--- src/design/tss_pkg.sv ---
`timescale 1ns / 1ps
// ----------------------------------------------------------------------------
// tss_pkg
// Shared types, constants and the texel lighting function for the span shader.
// ----------------------------------------------------------------------------
package tss_pkg;

    localparam int TEX_BITS   = 6;
    localparam int MAX_SPAN   = 4095;
    localparam int ADDR_W     = 2 * TEX_BITS;
    localparam int TEX_WORDS  = 1 << ADDR_W;
    localparam int LEFT_W     = $clog2(MAX_SPAN + 1);
    localparam int TEXEL_W    = 16;
    localparam int S_TDATA_W  = 208;
    localparam int S_TUSER_W  = 2;
    localparam int M_TDATA_W  = 16;
    localparam int FRAC_BITS  = 16;

    typedef enum logic [1:0] {
        CMD_WRITE = 2'd0,
        CMD_SPAN  = 2'd1,
        CMD_PIXEL = 2'd2,
        CMD_NONE  = 2'd3
    } cmd_t;

    // first member sits in the top bits
    typedef struct packed {
        logic [11:0] pixel_count;
        logic [15:0] fog_add;
        logic [7:0]  light_b;
        logic [7:0]  light_g;
        logic [7:0]  light_r;
        logic [31:0] v_step;
        logic [31:0] u_step;
        logic [31:0] v_start;
        logic [31:0] u_start;
        logic [15:0] tex_data;
        logic [11:0] tex_addr;
    } in_item_t;

    // per-pixel shading attributes carried alongside the texture read
    typedef struct packed {
        logic [7:0]  gain_r;
        logic [7:0]  gain_g;
        logic [7:0]  gain_b;
        logic [15:0] fog;
        logic        last;
    } px_info_t;

    // Each 5-bit channel times its 8-bit gain; the top five product bits land
    // back in the channel's field (bit 5 stays clear), then fog is added.
    function automatic logic [15:0] shade_texel(input logic [15:0] t,
                                                input px_info_t   info);
        logic [12:0] prod_b;
        logic [12:0] prod_g;
        logic [12:0] prod_r;
        logic [15:0] lit;
        prod_b = 13'(t[4:0])   * 13'(info.gain_b);
        prod_g = 13'(t[10:6])  * 13'(info.gain_g);
        prod_r = 13'(t[15:11]) * 13'(info.gain_r);
        lit    = {prod_r[12:8], prod_g[12:8], 1'b0, prod_b[12:8]};
        return lit + info.fog;
    endfunction

endpackage

--- src/design/tss_shade.sv ---
`timescale 1ns / 1ps
// ----------------------------------------------------------------------------
// tss_shade
// Texel read stage and output register: lights and fogs the texel returned
// by the texture RAM and holds the result for the master side.
// ----------------------------------------------------------------------------
module tss_shade import tss_pkg::*; (
    input  logic        aclk,
    input  logic        aresetn,
    input  logic        issue,
    input  px_info_t    issue_info,
    input  logic [15:0] texel,
    output logic        take_ok,
    output logic        m_tvalid,
    input  logic        m_tready,
    output logic [15:0] m_tdata,
    output logic        m_tlast
);

    logic        s1_valid_reg, s1_valid_next;
    px_info_t    s1_info_reg;
    logic        out_valid_reg, out_valid_next;
    logic [15:0] out_pixel_reg;
    logic        out_last_reg;
    logic        advance;

    // the read stage moves on whenever the output register is free or draining
    assign advance = !out_valid_reg || m_tready;
    assign take_ok = !s1_valid_reg || advance;

    always_comb begin
        s1_valid_next  = s1_valid_reg;
        out_valid_next = out_valid_reg;
        if (advance) begin
            out_valid_next = s1_valid_reg;
            s1_valid_next  = 1'b0;
        end
        if (issue) begin
            s1_valid_next = 1'b1;
        end
    end

    always_ff @(posedge aclk) begin
        if (!aresetn) begin
            s1_valid_reg  <= 1'b0;
            out_valid_reg <= 1'b0;
        end else begin
            s1_valid_reg  <= s1_valid_next;
            out_valid_reg <= out_valid_next;
        end
    end

    always_ff @(posedge aclk) begin
        if (issue) begin
            s1_info_reg <= issue_info;
        end
        if (advance && s1_valid_reg) begin
            out_pixel_reg <= shade_texel(texel, s1_info_reg);
            out_last_reg  <= s1_info_reg.last;
        end
    end

    assign m_tvalid = out_valid_reg;
    assign m_tdata  = out_pixel_reg;
    assign m_tlast  = out_last_reg;

endmodule

--- config.mk ---
export PLATFORM = sky130hd
export DESIGN_NAME = tss_shade
export DESIGN_NICKNAME = d
export VERILOG_FILES = /design/src/design/tss_pkg.sv /design/src/design/tss_shade.sv
export SDC_FILE = /design/constraint.sdc
export NUM_CORES = 1
export LEC_CHECK = 0
export BUFFER_PORTS_ARGS = -buffer_cell sky130_fd_sc_hd__buf_2
export CAP_MARGIN = 10
export CORE_AREA = 2 2 122 124
export CTS_BUF_LIST = sky130_fd_sc_hd__clkbuf_4 sky130_fd_sc_hd__clkbuf_8
export DETAILED_ROUTE_END_ITERATION = 10
export DIE_AREA = 0 0 124 126
export SYNTH_ARGS = -nofsm -noshare
export SYNTH_HDL_FRONTEND = slang
export SYNTH_SLANG_ARGS = --single-unit
export TNS_END_PERCENT = 50
--- constraint.sdc ---
create_clock -name aclk -period 7.7 [get_ports aclk]
set_input_delay 0.77 -clock aclk [delete_from_list [all_inputs] [get_ports aclk]]
set_output_delay 0.77 -clock aclk [all_outputs]
set_load 0.1 [all_outputs]
==> results.cfg <==
[status]
outcome = complete, no violations

[power_and_ir_drop]
p_clk_share_pct = 15.3
switching_share_pct = 45.4
seqPwrFrac_pct = 25.5
p_int_mw = 1.01
switching_power_uw = 842
p_leak_nw = 3.08
total_power_mw = 1.85
pwr_density_cell_nw_per_um2 = 289
comb_power_share_pct = 59.2
ir_drop_mv = 0.119

[timing]
tightest_slew_ps = 1020
setup_viol = 0
hold_viol_final = 0
holdWs_ps = 418
period_share_pct = 74.9
layout_setup_ws_ps = 1930
max_slew_margin_pct = 32.3
finClkSkew_ps = 9.92
rsz0062_at_grt = no
drv_slew = 0
min_period_ps = 5770
fmax_ghz = 0.173
final.setup.tns_ps = 0

[critical_path]
critPathMaxStageDelay_ps = 540
cp-start-kind = input port
worstRegToRegCells = 19
ff2ff_setup_slack_ps = 2040
worstPathArrival_ps = 5870
crit_chain = buf_2 -> and2_1 -> fa_1 -> fa_1 -> inv_1 -> fa_1 -> inv_1 -> ha_1 -> and4_1 -> a41oi_1 -> a21oi_1 -> or3_1 -> a31oi_1 -> xor2_1 -> ha_1 -> or3_1 -> o211ai_1 -> nor2_4 -> o221ai_2 -> xnor3_1
worstPathRequired_ps = 7800
cp_common_cell = fa_1
regToRegEndpoint = m_tdata[15]
cp-end-kind = register
critPathKind = input port to register
regToRegStartpoint = s1_info_reg[19]
cp_slowest_cell = fa_1
cp_max_fo = 8

[placement]
dpl.hpwl_mm = 8.70
place_ws_ps = 1510
dpl_cell_area_um2 = 6220
port-buffer-count = 78
placed_cells = 796
place_congestion = 0.812

[global_routing]
overflow = 0
grt_usage_pct = 15.1
grt_max_degree = 43
grt_pass1_vias = 4047
antenna_found_initial = 0
grt_pass1_wl_mm = 18.4

[detailed_routing]
drtPass1Iterations = 4
vias = 3843
finalWirelength_mm = 10.6
wl_per_cell_um = 13.1
ant_nets = 0
vias_per_cell = 4.74
dr.first_iter.drc_count = 93
top_layer = met4
route.met3.wl_um = 518
wl_met1_mm = 4.83
wl_met2_mm = 5.20
drc_errors = 0

[synth]
synth_top_area_share_pct = 31.1
synth_warnings = 0
synth_common_cells = inv_1, ha_1, and2_1
synth.avg_cell_area_um2 = 10.5
synth_ff_type = edfxtp_1
syn_inst = 533
yosysMostFrequentCell = inv_1
async_flop_share_pct = 0
synth_edf_count = 58
synth_area_um2 = 5600
synth_seq_area_share_pct = 31.8
yosys_register_bits = 60
syn-num-nets = 717
ys_types = 42
synth_area_leaders = edfxtp_1, fa_1, ha_1, and2_1, inv_1
synth_top_cell_by_area = edfxtp_1

[clock_network]
cts_resized = 0
cts_tree = done
cts_root_buf = clkbuf_8
clock-sinks = 60
path_clk_slew_ps = 70
cts_buffers = 9
cts_buffer_depth = 2
cts_max_level = 3
cts_hold_buf = 0
worst_skew_pair.late_latency_ps = 360
post_cts_buffers = 0

[die]
design.core.area_um2 = 14300
die_w_um = 124
start_util_pct = 39.1
ioPinCount = 80
dieArea_um2 = 15600
rows = 44
die_h_um = 126

[cells_and_area]
final_cell_area_um2 = 6410
drive_gt1_share_pct = 16.1
largest_register_ffs = 41
areaGrowthSynthToFinish_pct = 14.6
instances_no_fill = 811
fin_util_pct = 44.8
antenna_cells = 0
nets = 807
fill_cells = 1368

[hold_path]
min_to = m_tlast
worstHoldStart = s1_info_reg[0]
hold_path_class = register to register
min_path_cells = 0

[flow_run]
max_cap_viol_count = 0
==> layer usage <==
metal	track usage [%]	vias to the layer above
met5	0	-
met4	3.90	0
met3	4.48	8
met2	25.3	66
met1	19.1	1822
li1	-	1947
==> critical path, delay by kind of cell <==
family,cells,cell delay (ps)
compound gates,5,1140
xor+xnor,2,430
fa+ha+maj,5,2090
buf+inv,3,240
simple gates,5,1180
==> cells by family after synthesis <==
logic type / synth area share [%]
AOI/OAI and AO/OA: 7.60
xor gates and xnor gates: 3.85
adders and majority gates: 34.5
buffers and inverters: 5.84
DFF: 31.8
muxes: 0.179
and+or+nand+nor: 16.2
==> cell usage in the layout (no fill, tap or decap), drive strengths merged, types with 7 or more instances in the layout <==
| cell | Yosys | final |
|---|---|---|
| a21oi | 21 | 21 |
| and2 | 66 | 66 |
| buf | 0 | 79 |
| clkbuf | 0 | 11 |
| edfxtp | 58 | 58 |
| fa | 52 | 52 |
| ha | 71 | 71 |
| inv | 87 | 87 |
| nand2 | 59 | 59 |
| nor2 | 17 | 17 |
| nor2b | 7 | 7 |
| o21ai | 11 | 11 |
| xnor2 | 15 | 15 |
| xor2 | 7 | 7 |
==> power by group through the flow <==
stage	clock (mW)	sequential [mW]	combinational, mW
floorplan	0	0.697	0.676
global placement	0	0.480	1.08
detailed placement	0	0.481	1.10
CTS	0.299	0.474	1.11
global route	0.314	0.478	1.23
finish	0.283	0.473	1.10
==> worst max path at each step <==
| stage | slack [ps] | startpoint | cells after the start | endpoint |
|---|---|---|---|---|
| 2_1_floorplan | 2060 | texel[4] | 19 | m_tdata[15] |
| 3_3_place_gp | 1550 | texel[4] | 20 | m_tdata[15] |
| 6_report | 1930 | texel[4] | 20 | m_tdata[15] |
| 5_1_grt | 1580 | texel[4] | 21 | m_tdata[12] |
| 4_1_cts | 1910 | texel[4] | 20 | m_tdata[15] |
| 3_5_place_dp | 1510 | texel[4] | 20 | m_tdata[15] |
==> area by class of cell <==
class                   count  area [um2]  area share [%]
inverters                  87         327            5.09
repair buffers             79         398            6.20
flip-flops and latches     60        1780            27.8
clock inverters             4        51.3           0.800
well taps                 184         230            3.59
multi-input cells         386        3490            54.4
clock buffers              11         139            2.17
Power figures use the tool's default switching activity.
