`src/design/tss_pkg.sv`:
```
`timescale 1ns / 1ps
// ----------------------------------------------------------------------------
// tss_pkg
// Shared types, constants and the texel lighting function for the span shader.
// ----------------------------------------------------------------------------
package tss_pkg;

    localparam int TEX_BITS   = 6;
    localparam int MAX_SPAN   = 4095;
    localparam int ADDR_W     = 2 * TEX_BITS;
    localparam int TEX_WORDS  = 1 << ADDR_W;
    localparam int LEFT_W     = $clog2(MAX_SPAN + 1);
    localparam int TEXEL_W    = 16;
    localparam int S_TDATA_W  = 208;
    localparam int S_TUSER_W  = 2;
    localparam int M_TDATA_W  = 16;
    localparam int FRAC_BITS  = 16;

    typedef enum logic [1:0] {
        CMD_WRITE = 2'd0,
        CMD_SPAN  = 2'd1,
        CMD_PIXEL = 2'd2,
        CMD_NONE  = 2'd3
    } cmd_t;

    // first member sits in the top bits
    typedef struct packed {
        logic [11:0] pixel_count;
        logic [15:0] fog_add;
        logic [7:0]  light_b;
        logic [7:0]  light_g;
        logic [7:0]  light_r;
        logic [31:0] v_step;
        logic [31:0] u_step;
        logic [31:0] v_start;
        logic [31:0] u_start;
        logic [15:0] tex_data;
        logic [11:0] tex_addr;
    } in_item_t;

    // per-pixel shading attributes carried alongside the texture read
    typedef struct packed {
        logic [7:0]  gain_r;
        logic [7:0]  gain_g;
        logic [7:0]  gain_b;
        logic [15:0] fog;
        logic        last;
    } px_info_t;

    // Each 5-bit channel times its 8-bit gain; the top five product bits land
    // back in the channel's field (bit 5 stays clear), then fog is added.
    function automatic logic [15:0] shade_texel(input logic [15:0] t,
                                                input px_info_t   info);
        logic [12:0] prod_b;
        logic [12:0] prod_g;
        logic [12:0] prod_r;
        logic [15:0] lit;
        prod_b = 13'(t[4:0])   * 13'(info.gain_b);
        prod_g = 13'(t[10:6])  * 13'(info.gain_g);
        prod_r = 13'(t[15:11]) * 13'(info.gain_r);
        lit    = {prod_r[12:8], prod_g[12:8], 1'b0, prod_b[12:8]};
        return lit + info.fog;
    endfunction

endpackage

```
`src/design/tss_span.sv`:
```
`timescale 1ns / 1ps
// ----------------------------------------------------------------------------
// tss_span
// Span state: u/v accumulators, steps, gains, fog and pixel count. Decodes
// accepted transactions into texture writes and texture reads.
// ----------------------------------------------------------------------------
module tss_span import tss_pkg::*; (
    input  logic              aclk,
    input  logic              aresetn,
    input  logic              accept,
    input  cmd_t              cmd,
    input  in_item_t          item,
    output logic              wr_en,
    output logic [ADDR_W-1:0] wr_addr,
    output logic [15:0]       wr_data,
    output logic              rd_en,
    output logic [ADDR_W-1:0] rd_addr,
    output px_info_t          rd_info
);

    logic [31:0]       u_accum_reg, u_accum_next;
    logic [31:0]       v_accum_reg, v_accum_next;
    logic [31:0]       u_inc_reg,   u_inc_next;
    logic [31:0]       v_inc_reg,   v_inc_next;
    logic [7:0]        gain_r_reg,  gain_r_next;
    logic [7:0]        gain_g_reg,  gain_g_next;
    logic [7:0]        gain_b_reg,  gain_b_next;
    logic [15:0]       fog_reg,     fog_next;
    logic [LEFT_W-1:0] left_reg,    left_next;
    logic [LEFT_W-1:0] count_sat;
    logic              has_pixel;

    assign has_pixel = (left_reg != '0);

    always_comb begin
        if (32'(item.pixel_count) > 32'(MAX_SPAN)) begin
            count_sat = LEFT_W'(MAX_SPAN);
        end else begin
            count_sat = LEFT_W'(item.pixel_count);
        end
    end

    always_comb begin
        u_accum_next = u_accum_reg;
        v_accum_next = v_accum_reg;
        u_inc_next   = u_inc_reg;
        v_inc_next   = v_inc_reg;
        gain_r_next  = gain_r_reg;
        gain_g_next  = gain_g_reg;
        gain_b_next  = gain_b_reg;
        fog_next     = fog_reg;
        left_next    = left_reg;
        wr_en        = 1'b0;
        rd_en        = 1'b0;
        if (accept) begin
            case (cmd)
                CMD_WRITE: begin
                    wr_en = 1'b1;
                end
                CMD_SPAN: begin
                    u_accum_next = item.u_start;
                    v_accum_next = item.v_start;
                    u_inc_next   = item.u_step;
                    v_inc_next   = item.v_step;
                    gain_r_next  = item.light_r;
                    gain_g_next  = item.light_g;
                    gain_b_next  = item.light_b;
                    fog_next     = item.fog_add;
                    left_next    = count_sat;
                end
                CMD_PIXEL: begin
                    if (has_pixel) begin
                        rd_en        = 1'b1;
                        left_next    = left_reg - 1'b1;
                        u_accum_next = u_accum_reg + u_inc_reg;
                        v_accum_next = v_accum_reg + v_inc_reg;
                    end
                end
                default: begin
                end
            endcase
        end
    end

    assign wr_addr = ADDR_W'(item.tex_addr);
    assign wr_data = item.tex_data;
    // row from the integer part of u, column from the integer part of v
    assign rd_addr = {u_accum_reg[FRAC_BITS +: TEX_BITS], v_accum_reg[FRAC_BITS +: TEX_BITS]};

    always_comb begin
        rd_info.gain_r = gain_r_reg;
        rd_info.gain_g = gain_g_reg;
        rd_info.gain_b = gain_b_reg;
        rd_info.fog    = fog_reg;
        rd_info.last   = (left_reg == LEFT_W'(1));
    end

    always_ff @(posedge aclk) begin
        if (!aresetn) begin
            u_accum_reg <= '0;
            v_accum_reg <= '0;
            u_inc_reg   <= '0;
            v_inc_reg   <= '0;
            gain_r_reg  <= '0;
            gain_g_reg  <= '0;
            gain_b_reg  <= '0;
            fog_reg     <= '0;
            left_reg    <= '0;
        end else begin
            u_accum_reg <= u_accum_next;
            v_accum_reg <= v_accum_next;
            u_inc_reg   <= u_inc_next;
            v_inc_reg   <= v_inc_next;
            gain_r_reg  <= gain_r_next;
            gain_g_reg  <= gain_g_next;
            gain_b_reg  <= gain_b_next;
            fog_reg     <= fog_next;
            left_reg    <= left_next;
        end
    end

endmodule

```
`config.mk`:
```
export PLATFORM = sky130hd
export DESIGN_NAME = tss_span
export DESIGN_NICKNAME = d
export VERILOG_FILES = /design/src/design/tss_pkg.sv /design/src/design/tss_span.sv
export SDC_FILE = /design/constraint.sdc
export NUM_CORES = 1
export LEC_CHECK = 0
export BUFFER_PORTS_ARGS = -buffer_cell sky130_fd_sc_hd__buf_2
export CAP_MARGIN = 20
export CORE_MARGIN = 3
export CORE_UTILIZATION = 50
export DETAILED_ROUTE_END_ITERATION = 10
export HOLD_SLACK_MARGIN = 0.03
export PLACE_DENSITY_LB_ADDON = 0.08
export SLEW_MARGIN = 15
export SYNTH_ARGS = -nofsm -noshare
export SYNTH_HDL_FRONTEND = slang
export SYNTH_SLANG_ARGS = --single-unit
```
`constraint.sdc`:
```
create_clock -name aclk -period 3.4 [get_ports aclk]
set_input_delay 0.34 -clock aclk [delete_from_list [all_inputs] [get_ports aclk]]
set_output_delay 0.34 -clock aclk [all_outputs]
set_load 0.01 [all_outputs]
```
==> run_results.csv <==
group,metric,value,unit
synthesis,synth.area.mux_share,0.623,%
sta,clock-skew-final,0.00859,ns
sta,timing.fmax,356,MHz
floorplan,floorplan.die.height,133,um
clock_tree,clock_path_buffers,2,
floorplan,fp.coreArea,15500,um2
synthesis,synth_flop_cell,"dfxtp_1",
synthesis,synth_edf_count,0,
finish,final_layout_size_suffix_gt1_share,22.0,%
sta,setup-violations-final,0,
power_and_ir_drop,cellPowerDensity,458,nW/um2
status,status,"finished clean",
sta,final_min_period_over_clock_period,82.7,%
synthesis,count_of_mapped_cells_out_of_synthesis,1069,
sta,timing_max_transition_violations_final,0,
synthesis,synth-adder-area-share,7.35,%
synthesis,synth.avg_cell_area,7.51,um2
sta,report.final.hold_viol_count,0,
synthesis,register_bit_count_reported_by_yosys,140,
critical_path,arrival,3.12,ns
synthesis,synth-simple-area-share,22.2,%
critical_path,timing.critical_path.from_type,"flip-flop",
placed_design,place.detailed.hpwl,14300,um
global_route,grt_first_pass_wirelength,34100,um
synthesis,synth-compound-area-share,24.7,%
min_path,timing.hold.worst_endpoint,"gain_r_reg[4]",
critical_path,r2r_depth,11,
finish,antennaDiodeCount,0,
floorplan,floorplan_die_area,17600,um2
clock_tree,tritoncts_clock_tree,"yes",
sta,hold-worst-slack,0.154,ns
clock_tree,cts-root-buf,"clkbuf_16",
power_and_ir_drop,leakage,4.09,nW
placed_design,place.port_buffers,199,
placed_design,globalplace.congestion,0.870,
global_route,grtUsageTotal,23.2,%
synthesis,yosys_warnings,0,
clock_tree,clock_latency,0.42,ns
power_and_ir_drop,vdd_drop_max,0.369,mV
clock_tree,post_cts.resized_instances,0,
floorplan,start_util,51.9,%
synthesis,postSynthNetCount,1328,
critical_path,largest_fanout_of_any_net_on_the_critical_path,3,
detailed_routing,drtPass1Iterations,5,
critical_path,worst_setup_path_startpoint,"u_inc_reg[0]",
min_path,worstHoldStart,"item[160]",
sta,fin_tns_setup,0,ns
finish,synthToLayoutAreaGrowth,18.3,%
floorplan,die_w,133,um
global_route,grt_start_max_net_pins,68,
detailed_routing,initialDrtViolationCount,491,
finish,finish.net_count,1453,
clock_tree,tritoncts.num_buffers,17,
critical_path,r2r-start,"u_inc_reg[0]",
global_route,grt_remaining_overflow,0,
min_path,whs_path_depth,3,
synthesis,synth_top_family_by_area,"compound AO/OA/AOI/OAI gates",
sta,tightestPinTransition,0.738,ns
clock_tree,clkSlewWorstSetupHoldPaths,0.06,ns
clock_tree,clkSinkCount,140,
detailed_routing,drtAntennaViolNets,0,
sta,timing.final.crit_period,2.81,ns
critical_path,setup.worst_path.end_class,"flip-flop",
sta,timing.max_slew.rel_slack,50.8,%
synthesis,yosysUniqueCellTypes,67,
critical_path,timing.rr.end,"u_accum_reg[20]",
critical_path,worst-setup-path-type,"reg -> reg",
critical_path,r2r_slack,0.59,ns
detailed_routing,wl_per_cell,14.6,um
clock_tree,cts_hold_repair.buffers,0,
synthesis,synth_sequential_area_ratio,34.9,%
floorplan,floorplan.rows,45,
min_path,min-delay-path-class,"in -> reg",
global_route,via_count_of_the_first_global_routing_pass,7073,
clock_tree,ctsHtreeMaxLevel,4,
detailed_routing,routed_wl,20700,um
global_route,grt_antenna_before_repair,1,
clock_tree,cts_setup_buffers,0,
job,drv_cap,0,
synthesis,synth.cell_area,8030,um2
detailed_routing,dr_total_vias,7695,
sta,grt_setup_unrepaired,"no",
detailed_routing,drc_violation_count_after_routing,0,
synthesis,synth_xor_xnor_area_share,2.40,%
critical_path,crit_required,3.70,ns
detailed_routing,routed_via_density,5.43,
synthesis,synth_async_sr_flop_share,0,%
floorplan,io-pin-count,296,
## layout make-up
cell class,instances,area [um2]
clock inverters,13,154
clock buffers,19,453
well taps,211,264
flip-flops and latches,140,2800
repair buffers,210,1120
inverters,20,77.6
multi-input cells,805,4630
fillers,1463,5980
## routing by layer
metal  track usage [%]  vias up  part of all wire (%)
li1                  -     3957                     -
met1              31.3     3486                    47
met2              37.0      231                    45
met3              6.62       19                   6.9
met4              5.31        2                   1.0
met5                 0        -                 0.034
## placed cells by master, fill, tap and decap left out, types with 5 or more instances in the layout
cell type,n
a311oi_1,14
a31oi_1,14
nand2b_1,11
nor3b_1,8
xor2_1,10
a211oi_1,15
a21oi_1,153
nand2_1,250
inv_1,19
inv_6,5
ha_1,44
o21ai_0,50
and3_1,7
nor2_1,65
xnor2_1,12
nor2b_1,5
buf_4,8
clkbuf_16,17
o21a_1,7
mux2i_1,5
o211ai_1,5
nor3_1,14
nand4_1,6
nand3b_1,7
dfxtp_1,140
a21o_1,12
buf_2,199
nand3_1,16
## critical path, stage by stage (launching register included)
cell	delay, ns
dfxtp_1	0.33
ha_1	0.16
inv_1	0.05
fa_1	0.38
nand2b_1	0.19
a21oi_1	0.29
o31ai_2	0.15
o31ai_2	0.34
a311oi_1	0.25
o211ai_1	0.28
mux2i_1	0.21
nand2_1	0.07
## per-stage QoR
step	instance area, um2	instances	setup WS [ns]	power (W)	util, %
global placement	8890	1386	0.693	0.00246	57.4
CTS	9500	1418	0.593	0.00439	61.4
global route	9500	1418	0.380	0.00455	61.4
detailed placement	8890	1386	0.651	0.00247	57.4
floorplan	8030	1069	0.982	0.00229	-
finish	9500	1418	0.588	0.00435	61.4
## power breakdown
| group | switching [W] | internal [W] | total (W) |
|---|---|---|---|
| registers | 0.0000576 | 0.00173 | 0.00178 |
| logic | 0.000382 | 0.000274 | 0.000656 |
| clock network | 0.000774 | 0.00114 | 0.00191 |
## kinds of logic after synthesis
kind of cell | count (synthesis)
and+or+nand+nor | 411
AOI/OAI and AO/OA | 321
DFF | 140
buffers and inverters | 124
adders and majority gates | 46
xor gates and xnor gates | 22
muxes | 5
## Yosys cell counts (5+ instances only)
cell	n	area (um2)
nand2_1	251	942
a21oi_1	153	766
dfxtp_1	140	2800
nor2_1	65	244
clkbuf_1	56	210
o21ai_0	50	250
ha_1	44	551
buf_4	40	300
inv_1	19	71.3
nand3_1	16	80.1
a211oi_1	15	113
a311oi_1	14	123
a31oi_1	14	87.6
nor3_1	14	70.1
a21o_1	12	90.1
nand2b_1	12	75.1
xnor2_1	12	105
xor2_1	10	87.6
nor3b_1	8	60.1
and3_1	7	43.8
buf_2	7	35.0
nand3b_1	7	52.6
nor2b_1	7	43.8
o21a_1	7	52.6
nand4_1	6	37.5
mux2i_1	5	50.1
o211ai_1	5	37.5
## worst max path at each step
stage	to	slack, ns
after floorplan	u_accum_reg[20]	0.98
after global placement	u_accum_reg[20]	0.69
after detailed placement	u_accum_reg[20]	0.65
after CTS	u_accum_reg[20]	0.59
after global routing	v_accum_reg[1]	0.38
final	u_accum_reg[20]	0.59
Note: power is estimated with default switching activity, not from simulation.
